$ cat src/design/m3u_pkg.sv
// ----------------------------------------------------------------------------
// m3u_pkg: shared types and constants of the 3x3 matrix unit
// Mode codes, sequencer states and element and field width defaults.
// ----------------------------------------------------------------------------
package m3u_pkg;

  localparam int ELEM_WIDTH_DEF = 32;
  localparam int FRAC_BITS_DEF  = 16;
  localparam int FIELD_W        = 32;

  typedef enum logic [2:0] {
    MODE_LOAD  = 3'd0,
    MODE_IDENT = 3'd1,
    MODE_TRANS = 3'd2,
    MODE_DET   = 3'd3,
    MODE_INV   = 3'd4,
    MODE_MMUL  = 3'd5,
    MODE_VMUL  = 3'd6,
    MODE_READ  = 3'd7
  } mode_t;

  typedef enum logic [3:0] {
    ST_IDLE,
    ST_COF,
    ST_DET,
    ST_DIV,
    ST_ADJ,
    ST_SCALE,
    ST_MMUL,
    ST_VMUL,
    ST_DONE
  } state_t;

endpackage

$ cat src/design/m3u_mac.sv
// ----------------------------------------------------------------------------
// m3u_mac: shared multiply-accumulate unit
// One registered fixed-point product per cycle while mul_en is high, floored and
// saturated, then added to or subtracted from a wide accumulator.
// ----------------------------------------------------------------------------
module m3u_mac import m3u_pkg::*; #(
  parameter int ELEM_WIDTH = ELEM_WIDTH_DEF,
  parameter int FRAC_BITS  = FRAC_BITS_DEF
) (
  input  logic                    clk,
  input  logic                    mul_en,
  input  logic signed [FIELD_W-1:0] a,
  input  logic signed [FIELD_W-1:0] b,
  input  logic                    acc_clr,
  input  logic                    acc_en,
  input  logic                    neg,
  output logic signed [FIELD_W+3:0] acc
);

  localparam int EW = (ELEM_WIDTH > FIELD_W) ? FIELD_W : ELEM_WIDTH;
  localparam int PW = 2 * FIELD_W;
  localparam int AW = FIELD_W + 4;
  localparam logic signed [PW-1:0] PMAX = PW'((64'sd1 <<< (EW - 1)) - 64'sd1);
  localparam logic signed [PW-1:0] PMIN = -PMAX - PW'(1);

  logic signed [PW-1:0]   prod_r;
  logic signed [PW-1:0]   shr;
  logic signed [FIELD_W-1:0] term;
  logic signed [AW-1:0]   acc_r;
  logic signed [AW-1:0]   acc_nxt;

  always_ff @(posedge clk) begin
    if (mul_en) begin
      prod_r <= PW'(a) * PW'(b);
    end
  end

  always_comb begin
    shr = prod_r >>> FRAC_BITS;
    if (shr > PMAX) begin
      term = FIELD_W'(PMAX);
    end else if (shr < PMIN) begin
      term = FIELD_W'(PMIN);
    end else begin
      term = FIELD_W'(shr);
    end
  end

  assign acc_nxt = neg ? acc_r - AW'(term) : acc_r + AW'(term);

  always_ff @(posedge clk) begin
    if (acc_clr) begin
      acc_r <= '0;
    end else if (acc_en) begin
      acc_r <= acc_nxt;
    end
  end

  assign acc = acc_en ? acc_nxt : acc_r;

endmodule

$ cat config.mk
export PLATFORM = sky130hd
export DESIGN_NAME = m3u_mac
export DESIGN_NICKNAME = d
export VERILOG_FILES = /design/src/design/m3u_pkg.sv /design/src/design/m3u_mac.sv
export SDC_FILE = /design/constraint.sdc
export NUM_CORES = 2
export LEC_CHECK = 0
export BUFFER_PORTS_ARGS = -buffer_cell sky130_fd_sc_hd__buf_2
export CAP_MARGIN = 20
export CORE_MARGIN = 1
export CORE_UTILIZATION = 35
export CTS_CLUSTER_DIAMETER = 150
export CTS_CLUSTER_SIZE = 25
export DETAILED_ROUTE_END_ITERATION = 16
export GPL_ROUTABILITY_DRIVEN = 0
export PLACE_DENSITY = 0.51
export REMOVE_ABC_BUFFERS = 1
export SYNTH_ARGS = -nofsm -noshare
export SYNTH_HDL_FRONTEND = slang
export SYNTH_SLANG_ARGS = --single-unit
$ cat constraint.sdc
create_clock -name clk -period 9.27 [get_ports clk]
set_input_delay 1.3905 -clock clk [delete_from_list [all_inputs] [get_ports clk]]
set_output_delay 1.3905 -clock clk [all_outputs]
set_load 0.01 [all_outputs]
==> results_dict.tcl <==
set metrics [dict create \
    n_fill_cell 11800 \
    dp_hpwl_um 101000 \
    crit_path_max_fanout 15 \
    core_area_sq_um 117000 \
    area_growth_pct 7.65 \
    finalHoldViolations 0 \
    tightestPinTransition_ps 1030 \
    yosysWarningCount 0 \
    worst_setup_path_end_kind "flip-flop" \
    synth_top_area_share_pct 52.2 \
    vias_per_cell 4.87 \
    yosysTopAreaCell "fa_1" \
    io_pins 105 \
    max_stage_delay_ps 620 \
    fmax_ghz 0.113 \
    crit_start "a[31]" \
    synth.area.top_cells "fa_1, inv_1, and2_1" \
    r2r-start "prod_r[63]" \
    worstSetupStartpointType "input port" \
    post-place-ws_ps -38.6 \
    ys_top_cells_by_count "fa_1, inv_1, nand2_1" \
    setup-violations-final 0 \
    worstSetupPathType "input port to flip-flop" \
    cpMostUsedCell "fa_1" \
    synth_mux_area_share_pct 0.805 \
    whs_ps 512 \
    port_buffers 104 \
    synth-main-ff-cell "edfxtp_1" \
    placed_cells 6005 \
    fin_skew_ps 16.0 \
    clockRootBuffer "clkbuf_16" \
    grt_pass1_vias 32200 \
    dr.pass1.iters 6 \
    postSynth.asyncResetShare_pct 0 \
    max_cap_viol_count 0 \
    hp-start "acc_r[35]" \
    cp_data_arrival_time_ps 8970 \
    report.final.slew_viol_count 0 \
    grt_max_degree 49 \
    synth-seq-area-share_pct 5.21 \
    insertion_delay_ps 360 \
    syn_inst 4463 \
    cts_buffers 9 \
    synth_edf_count 48 \
    drt_iter0_drc 1692 \
    synth_top_family_by_area "adder cells" \
    setup_slack_ps 449 \
    cp_num_cells 24 \
    start_util_pct 35.5 \
    wl_per_cell_um 19.2 \
    routed_wirelength_um 116000 \
    synth_xor_area_share_pct 1.92 \
    fin_util_pct 38.3 \
    cts_max_level 3 \
    drcViolationCount 0 \
    dieHeight_um 346 \
    yosys.area_share.simple_pct 16.5 \
    cts.clk_slew.worst_paths_ps 70 \
    grt_usage_pct 19.9 \
    antenna_found_initial 5 \
    synth_most_common_cell "fa_1" \
    cts_tree "yes" \
    fin_nets 5859 \
    worstPathRequired_ps 9420 \
    vias 29300 \
    synth_compound_area_share_pct 5.56 \
    synthAdderAreaFrac_pct 58.7 \
    synth.avg_cell_area_sq_um 9.30 \
    rsz0062_at_grt "false" \
    crit_slowest_cell "fa_1" \
    cts_hold_buf 0 \
    outcome "completed" \
    min_path_cells 2 \
    timing.final.crit_share_pct 95.2 \
    cts-resized-gates 0 \
    fp.dieW_um 346 \
    drtAntennaViolNets 0 \
    overflow 0 \
    rows 125 \
    cts_setup_buffers 0 \
    dieArea_sq_um 120000 \
    cp_top_family "adder cells" \
    grt_pass1_wl_um 186000 \
    hp-class "flip-flop to flip-flop" \
    layoutNonFillerInstCount 6022 \
    reg2regPathDepth 21 \
    finalCriticalPeriod_ps 8820 \
    synth.distinct_cells 75 \
    synth_seq_cells 84 \
    cp_cell_sequence "buf_2, nand2_1, fa_1, inv_1, fa_1, inv_1, buf_4, fa_1, fa_1, inv_1, fa_1, fa_1, fa_1, inv_1, fa_1, inv_1, ha_1, nand4_1, nor3_1, o211ai_1, nand4_1, nand2_1, o21a_1, o311ai_0" \
    clock_path_buffers 2 \
    synth_area_sq_um 41500 \
    drive_gt1_share_pct 6.83 \
    maxSlewHeadroom_pct 31.3 \
    crit_buf_inv 7 \
    cts.sinks 84 \
]
state kept, by name, summed over array words and instances (netlist names):
name    flops
acc_r      36
prod_r     48
final timing paths:
path / endpoint / slack, ps
hold / removal: acc_r[35] / 510
hold reg to reg: acc_r[35] / 510
setup reg to reg: acc_r[33] / 3070
setup / recovery: prod_r[59] / 450
per-stage QoR:
step                      TNS [ps]  cell area (sq um)
after floorplan                  0              40600
after global placement       -78.8              44400
after detailed placement     -38.6              44400
after CTS                        0              44700
after global routing             0              44700
final                            0              44700
area by class of cell:
| type | instances | area, sq um | area share (%) |
|---|---|---|---|
| multi-input cells | 3132 | 34700 | 77.6 |
| inverters | 1017 | 3820 | 8.54 |
| flip-flops and latches | 84 | 2160 | 4.84 |
| well taps | 1524 | 1910 | 4.27 |
| repair buffers | 248 | 1790 | 4.00 |
| clock buffers | 10 | 239 | 0.535 |
| clock inverters | 6 | 91.3 | 0.204 |
| diodes | 1 | 2.50 | 0.00560 |
worst min-delay path, cell delays in order (launching register included):
cell and delay [ps]:
dfxtp_1 310, nand3_1 100, a21oi_2 60
metal layers:
layer  track usage [%]  routed length (um)  vias up
met4              2.29                1070        4
met3              2.85                6560       65
met1              30.0               57100    15300
met2              31.1               51100      682
met5                 0                  22        -
li1                  -                   -    13200
cells by family (layout without fill, tap and decap cells):
kind of cell    count (synthesis)  count (layout)
simple gates                 1366            1366
fa+ha+maj                    1298            1298
buf+inv                      1247            1281
compound gates                348             348
xor+xnor                       91              91
flops                          84              84
mux                            29              29
other cells                     0               1
cell usage in the layout, fill, tap and decap left out, types with 24 or more instances in the layout:
cell type / n
nand2_1: 554
nor2_1: 110
edfxtp_1: 48
fa_1: 1082
and2_1: 509
nor2b_1: 37
xnor2_1: 57
a21o_1: 44
buf_2: 104
o21ai_0: 60
xor2_1: 34
mux2_2: 24
buf_4: 129
a21oi_1: 102
dfxtp_1: 36
ha_1: 216
nor3_1: 25
inv_1: 1017
nand3_1: 29
Power is left out: the tool's default activity adds up to more than one toggle a clock period on the data nets, which glitch-free logic cannot reach.
