### src/design/m3u_pkg.sv
// ----------------------------------------------------------------------------
// m3u_pkg: shared types and constants of the 3x3 matrix unit
// Mode codes, sequencer states and element and field width defaults.
// ----------------------------------------------------------------------------
package m3u_pkg;

  localparam int ELEM_WIDTH_DEF = 32;
  localparam int FRAC_BITS_DEF  = 16;
  localparam int FIELD_W        = 32;

  typedef enum logic [2:0] {
    MODE_LOAD  = 3'd0,
    MODE_IDENT = 3'd1,
    MODE_TRANS = 3'd2,
    MODE_DET   = 3'd3,
    MODE_INV   = 3'd4,
    MODE_MMUL  = 3'd5,
    MODE_VMUL  = 3'd6,
    MODE_READ  = 3'd7
  } mode_t;

  typedef enum logic [3:0] {
    ST_IDLE,
    ST_COF,
    ST_DET,
    ST_DIV,
    ST_ADJ,
    ST_SCALE,
    ST_MMUL,
    ST_VMUL,
    ST_DONE
  } state_t;

endpackage

### src/design/m3u_div.sv
// ----------------------------------------------------------------------------
// m3u_div: sequential reciprocal divider
// Restoring division of one shifted by twice the fraction bits over the
// determinant, one quotient bit per cycle, truncated toward zero.
// ----------------------------------------------------------------------------
module m3u_div import m3u_pkg::*; #(
  parameter int FRAC_BITS = FRAC_BITS_DEF
) (
  input  logic                      clk,
  input  logic                      rst_n,
  input  logic                      start,
  input  logic signed [FIELD_W-1:0] den,
  output logic                      busy,
  output logic signed [2*FIELD_W-1:0] quo
);

  localparam int NW = 2 * FRAC_BITS + 1;
  localparam int CW = $clog2(NW + 1);
  localparam int RW = FIELD_W + 1;

  logic [NW-1:0]      num_r;
  logic [NW-1:0]      q_r;
  logic [RW-1:0]      rem_r;
  logic [FIELD_W:0]   dmag_r;
  logic               neg_r;
  logic [CW-1:0]      cnt_r;
  logic               busy_r;
  logic [RW:0]        trial;

  assign trial = {rem_r, num_r[NW-1]} - {1'b0, dmag_r};

  always_ff @(posedge clk) begin
    if (!rst_n) begin
      busy_r <= 1'b0;
      cnt_r  <= '0;
    end else if (start) begin
      busy_r <= 1'b1;
      cnt_r  <= CW'(NW);
    end else if (busy_r) begin
      cnt_r <= cnt_r - CW'(1);
      if (cnt_r == CW'(1)) begin
        busy_r <= 1'b0;
      end
    end
  end

  always_ff @(posedge clk) begin
    if (start) begin
      num_r  <= NW'(1) << (2 * FRAC_BITS);
      q_r    <= '0;
      rem_r  <= '0;
      neg_r  <= den[FIELD_W-1];
      dmag_r <= den[FIELD_W-1] ? -{den[FIELD_W-1], den} : {1'b0, den};
    end else if (busy_r) begin
      num_r <= num_r << 1;
      if (!trial[RW]) begin
        rem_r <= trial[RW-1:0];
        q_r   <= {q_r[NW-2:0], 1'b1};
      end else begin
        rem_r <= {rem_r[RW-2:0], num_r[NW-1]};
        q_r   <= {q_r[NW-2:0], 1'b0};
      end
    end
  end

  assign busy = busy_r;
  assign quo  = neg_r ? -(2*FIELD_W)'(q_r) : (2*FIELD_W)'(q_r);

endmodule

### config.mk
export PLATFORM = sky130hd
export DESIGN_NAME = m3u_div
export DESIGN_NICKNAME = d
export VERILOG_FILES = /design/src/design/m3u_pkg.sv /design/src/design/m3u_div.sv
export SDC_FILE = /design/constraint.sdc
export NUM_CORES = 1
export LEC_CHECK = 0
export ABC_AREA = 0
export BUFFER_PORTS_ARGS = -buffer_cell sky130_fd_sc_hd__buf_2
export CORE_MARGIN = 3
export CORE_UTILIZATION = 45
export CTS_CLUSTER_SIZE = 10
export DETAILED_ROUTE_END_ITERATION = 8
export GPL_TIMING_DRIVEN = 0
export PLACE_DENSITY = 0.63
export REMOVE_ABC_BUFFERS = 1
export SYNTH_ARGS = -nofsm -noshare
export SYNTH_HDL_FRONTEND = slang
export SYNTH_SLANG_ARGS = --single-unit
### constraint.sdc
create_clock -name clk -period 4.59 [get_ports clk]
set_clock_uncertainty 0.15 [all_clocks]
set_input_delay 0.6885 -clock clk [delete_from_list [all_inputs] [get_ports clk]]
set_output_delay 0.6885 -clock clk [all_outputs]
set_load 0.02 [all_outputs]
==> impl_metrics.yaml <==
place:
  dpl_cell_area_um2: 8240
  port_buffers: 99
  placedCellCount: 1155
  place_congestion: 0.806
  dp_hpwl_mm: 12.3
route:
  wire_per_inst_um: 14.5
  drt_iter0_drc: 419
  remaining_drc_errors: 0
  first_pass_iters: 4
  wirelength_mm: 17.1
  num_vias: 6427
  avgViaCountPerCell: 5.47
  detail-route-antenna-nets: 0
setup_path:
  slowest_stage: "or4_1"
  startpoint_type: "register"
  worst_setup_path_end_kind: "output pin"
  cp.required_ps: 3750
  worst_ep_arrival_time_ps: 3570
  worstSetupPathType: "register to output pin"
  max_stage_delay_ps: 580
  critPathMaxFanout: 7
  cp_cell_sequence: "or4_1 -> or3_1 -> or3_1 -> or4_1 -> o21a_1 -> a21oi_2 -> buf_4 -> nand2_1 -> xor2_1 -> buf_2"
pwr:
  comb_power_share_pct: 34.8
  power.internal_mw: 1.84
  swShare_pct: 34.6
  clkPwrFrac_pct: 25.8
  switchingPower_mw: 0.976
  irDropWorstVdd_v: 0.000212
  powerDensity_nw_per_um2: 329
  p_leak_nw: 3.95
  pwr-share-seq_pct: 39.4
layout:
  num-fill-cells: 1539
  synthToLayoutAreaGrowth_pct: 13.2
  final_common_cell: "buf_2"
  final_cell_mix: "buf_2 (98), nor2_1 (95), nand2_1 (76)"
  fin_cells: 1176
  nets: 1028
  diodes: 0
  drive_gt1_share_pct: 14.8
  final_area_um2: 8570
synthesis:
  yosysWarnings: 0
  ys_types: 63
  async_flop_share_pct: 0
  yosys-top-cells-area: "dfxtp_1 (20%), edfxtp_1 (13%), xnor2_1 (8.2%)"
  ys.flop_type: "dfxtp_1"
  syn_inst: 886
  synth_enable_flop_cells: 34
  ys_seq_area_share_pct: 33.1
  ys_ff_latch: 108
  avgSynthCellArea_um2: 8.54
  yosys.area.top_type: "dfxtp_1"
  yosysTopAreaCellShare_pct: 19.6
  syn-cell-area_um2: 7570
clock_network:
  ctsLongestPathBuffers: 2
  clk_latency_ps: 360
  clkSinkCount: 108
  numCtsBuffers: 9
  clockRootBuffer: "clkbuf_16"
  htreeDepth: 3
  clkSlewWorstSetupHoldPaths_ps: 70
  cts.hold.buffers_added: 0
  cts_tree: "built"
global_routing:
  grt_pass1_vias: 5836
  use_met2_pct: 29.0
  grt_use_met3_pct: 4.42
  grt_max_degree: 88
  grt_use_total_pct: 18.8
  gr-usage-met1_pct: 26.5
  grt-busiest-layer: "met2"
  grt-ovfl-total: 0
  antenna_found_initial: 1
  grt_first_pass_wirelength_mm: 28.6
die:
  start_util_pct: 46.8
  die_w_um: 136
  ios: 100
  rows: 46
  core_um2: 16200
  fp.dieArea_um2: 18400
  die_y_um: 136
run:
  maxCapViolCount: 0
timing:
  fin_crit_sh_pct: 96.0
  slew_headroom_pct: 37.5
  worst_hold_slack_ps: 337
  finalMaxSlewViolations: 0
  setup_violations: 0
  max_freq_mhz: 227
  worst_pin_slew_ps: 931
  hold_violations: 0
  post-route-min-period_ps: 4400
  rsz0062_at_grt: "no"
status:
  outcome: "finished, final reports clean"
min_path:
  hold_path.class: "register to register"
==> power groups by stage <==
stage               clock, mW  sequential [mW]  combinational, mW
floorplan                   0             1.14              0.708
global placement            0             1.15              0.932
detailed placement          0             1.14              0.964
CTS                     0.754             1.12              0.973
global route            0.794             1.12               1.09
finish                  0.727             1.11              0.981
==> final timing paths <==
kind / from / cells past startpoint / slack [ps] / to
hold reg to reg: num_r[32] / 2 / 340 / num_r[32]
setup / recovery: q_r[6] / 10 / 190 / quo[29]
hold / removal: num_r[32] / 2 / 340 / num_r[32]
setup reg to reg: dmag_r[6] / 12 / 960 / rem_r[14]
==> layer usage <==
| layer | up-vias | wire length (um) |
|---|---|---|
| met5 | - | 13 |
| met1 | 2981 | 8300 |
| met4 | 2 | 200 |
| li1 | 3335 | - |
| met3 | 17 | 640 |
| met2 | 92 | 7940 |
==> repair_timing <==
action | CTS | global route
setup buffers | 3 | 0
gates cloned | 1 | 0
endpoints found under the setup margin | 6 | 12
resized for setup | 0 | 2
==> cell type report <==
| class | count | area [um^2] | share of cell area, % |
|---|---|---|---|
| Clock buffer | 11 | 233 | 2.72 |
| Clock inverter | 5 | 36.3 | 0.423 |
| Inverter | 51 | 191 | 2.23 |
| Multi-Input combinational cell | 677 | 4690 | 54.7 |
| Sequential cell | 108 | 2510 | 29.2 |
| Tap cell | 216 | 270 | 3.15 |
| Timing Repair Buffer | 108 | 648 | 7.56 |
==> cells by family (layout without fill, tap and decap cells) <==
| kind of cell | count (synthesis) | count (layout) | synth area share, % |
|---|---|---|---|
| compound gates | 216 | 217 | 19.6 |
| fa+ha+maj | 38 | 38 | 6.38 |
| other cells | 1 | 1 | 0.0495 |
| simple gates | 272 | 272 | 17.5 |
| xor+xnor | 89 | 89 | 10.3 |
| buf+inv | 102 | 175 | 5.24 |
| mux | 60 | 60 | 7.95 |
| flops | 108 | 108 | 33.1 |
==> state kept, by name, summed over array words and instances, names as in the netlist <==
signal	cells
dmag_r	33
neg_r	1
num_r	1
rem_r	33
q_r	33
busy	1
cnt_r	6
==> stage by stage <==
step | total power, mW | setup TNS, ps | setup slack [ps] | utilization (%)
after detailed placement | 2.10 | 0 | 170 | 51.0
after CTS | 2.84 | 0 | 110 | 52.8
after global routing | 3.01 | 0 | 1.42 | 53.0
after global placement | 2.09 | -32330 | -1010 | 50.3
after floorplan | 1.84 | 0 | 146 | -
final | 2.82 | 0 | 185 | 53.0
==> critical path: cells and delay by family (launching register included) <==
kind,cells,cell delay (ps)
AOI/OAI and AO/OA,2,460
xor gates and xnor gates,1,180
buffers and inverters,2,350
DFF,1,380
and+or+nand+nor,5,1850
==> synthesized netlist by cell type, types with 3 or more instances <==
library cell	n
nand4_1	7
nand3_1	9
a211oi_1	28
or2_2	4
buf_4	3
inv_1	51
o211ai_1	3
a21o_1	11
and3_1	3
or3_1	16
xnor2_1	71
nor3_1	10
xor2_1	18
o311ai_0	6
nor2b_1	6
o21ai_0	39
o21a_1	6
or4_1	10
o21bai_1	3
nor2_1	95
a31o_2	3
buf_1	5
edfxtp_1	34
a311oi_1	6
nand2b_1	11
a211o_1	3
a31oi_1	8
o2bb2ai_1	3
o31a_1	16
mux2i_1	59
ha_1	37
clkbuf_1	41
a21oi_1	43
nor3b_1	3
nor4_1	4
nand2_1	76
dfxtp_1	74
o41ai_1	6
nand4b_1	5
o31ai_1	19
(Power assumes the default switching activity.)
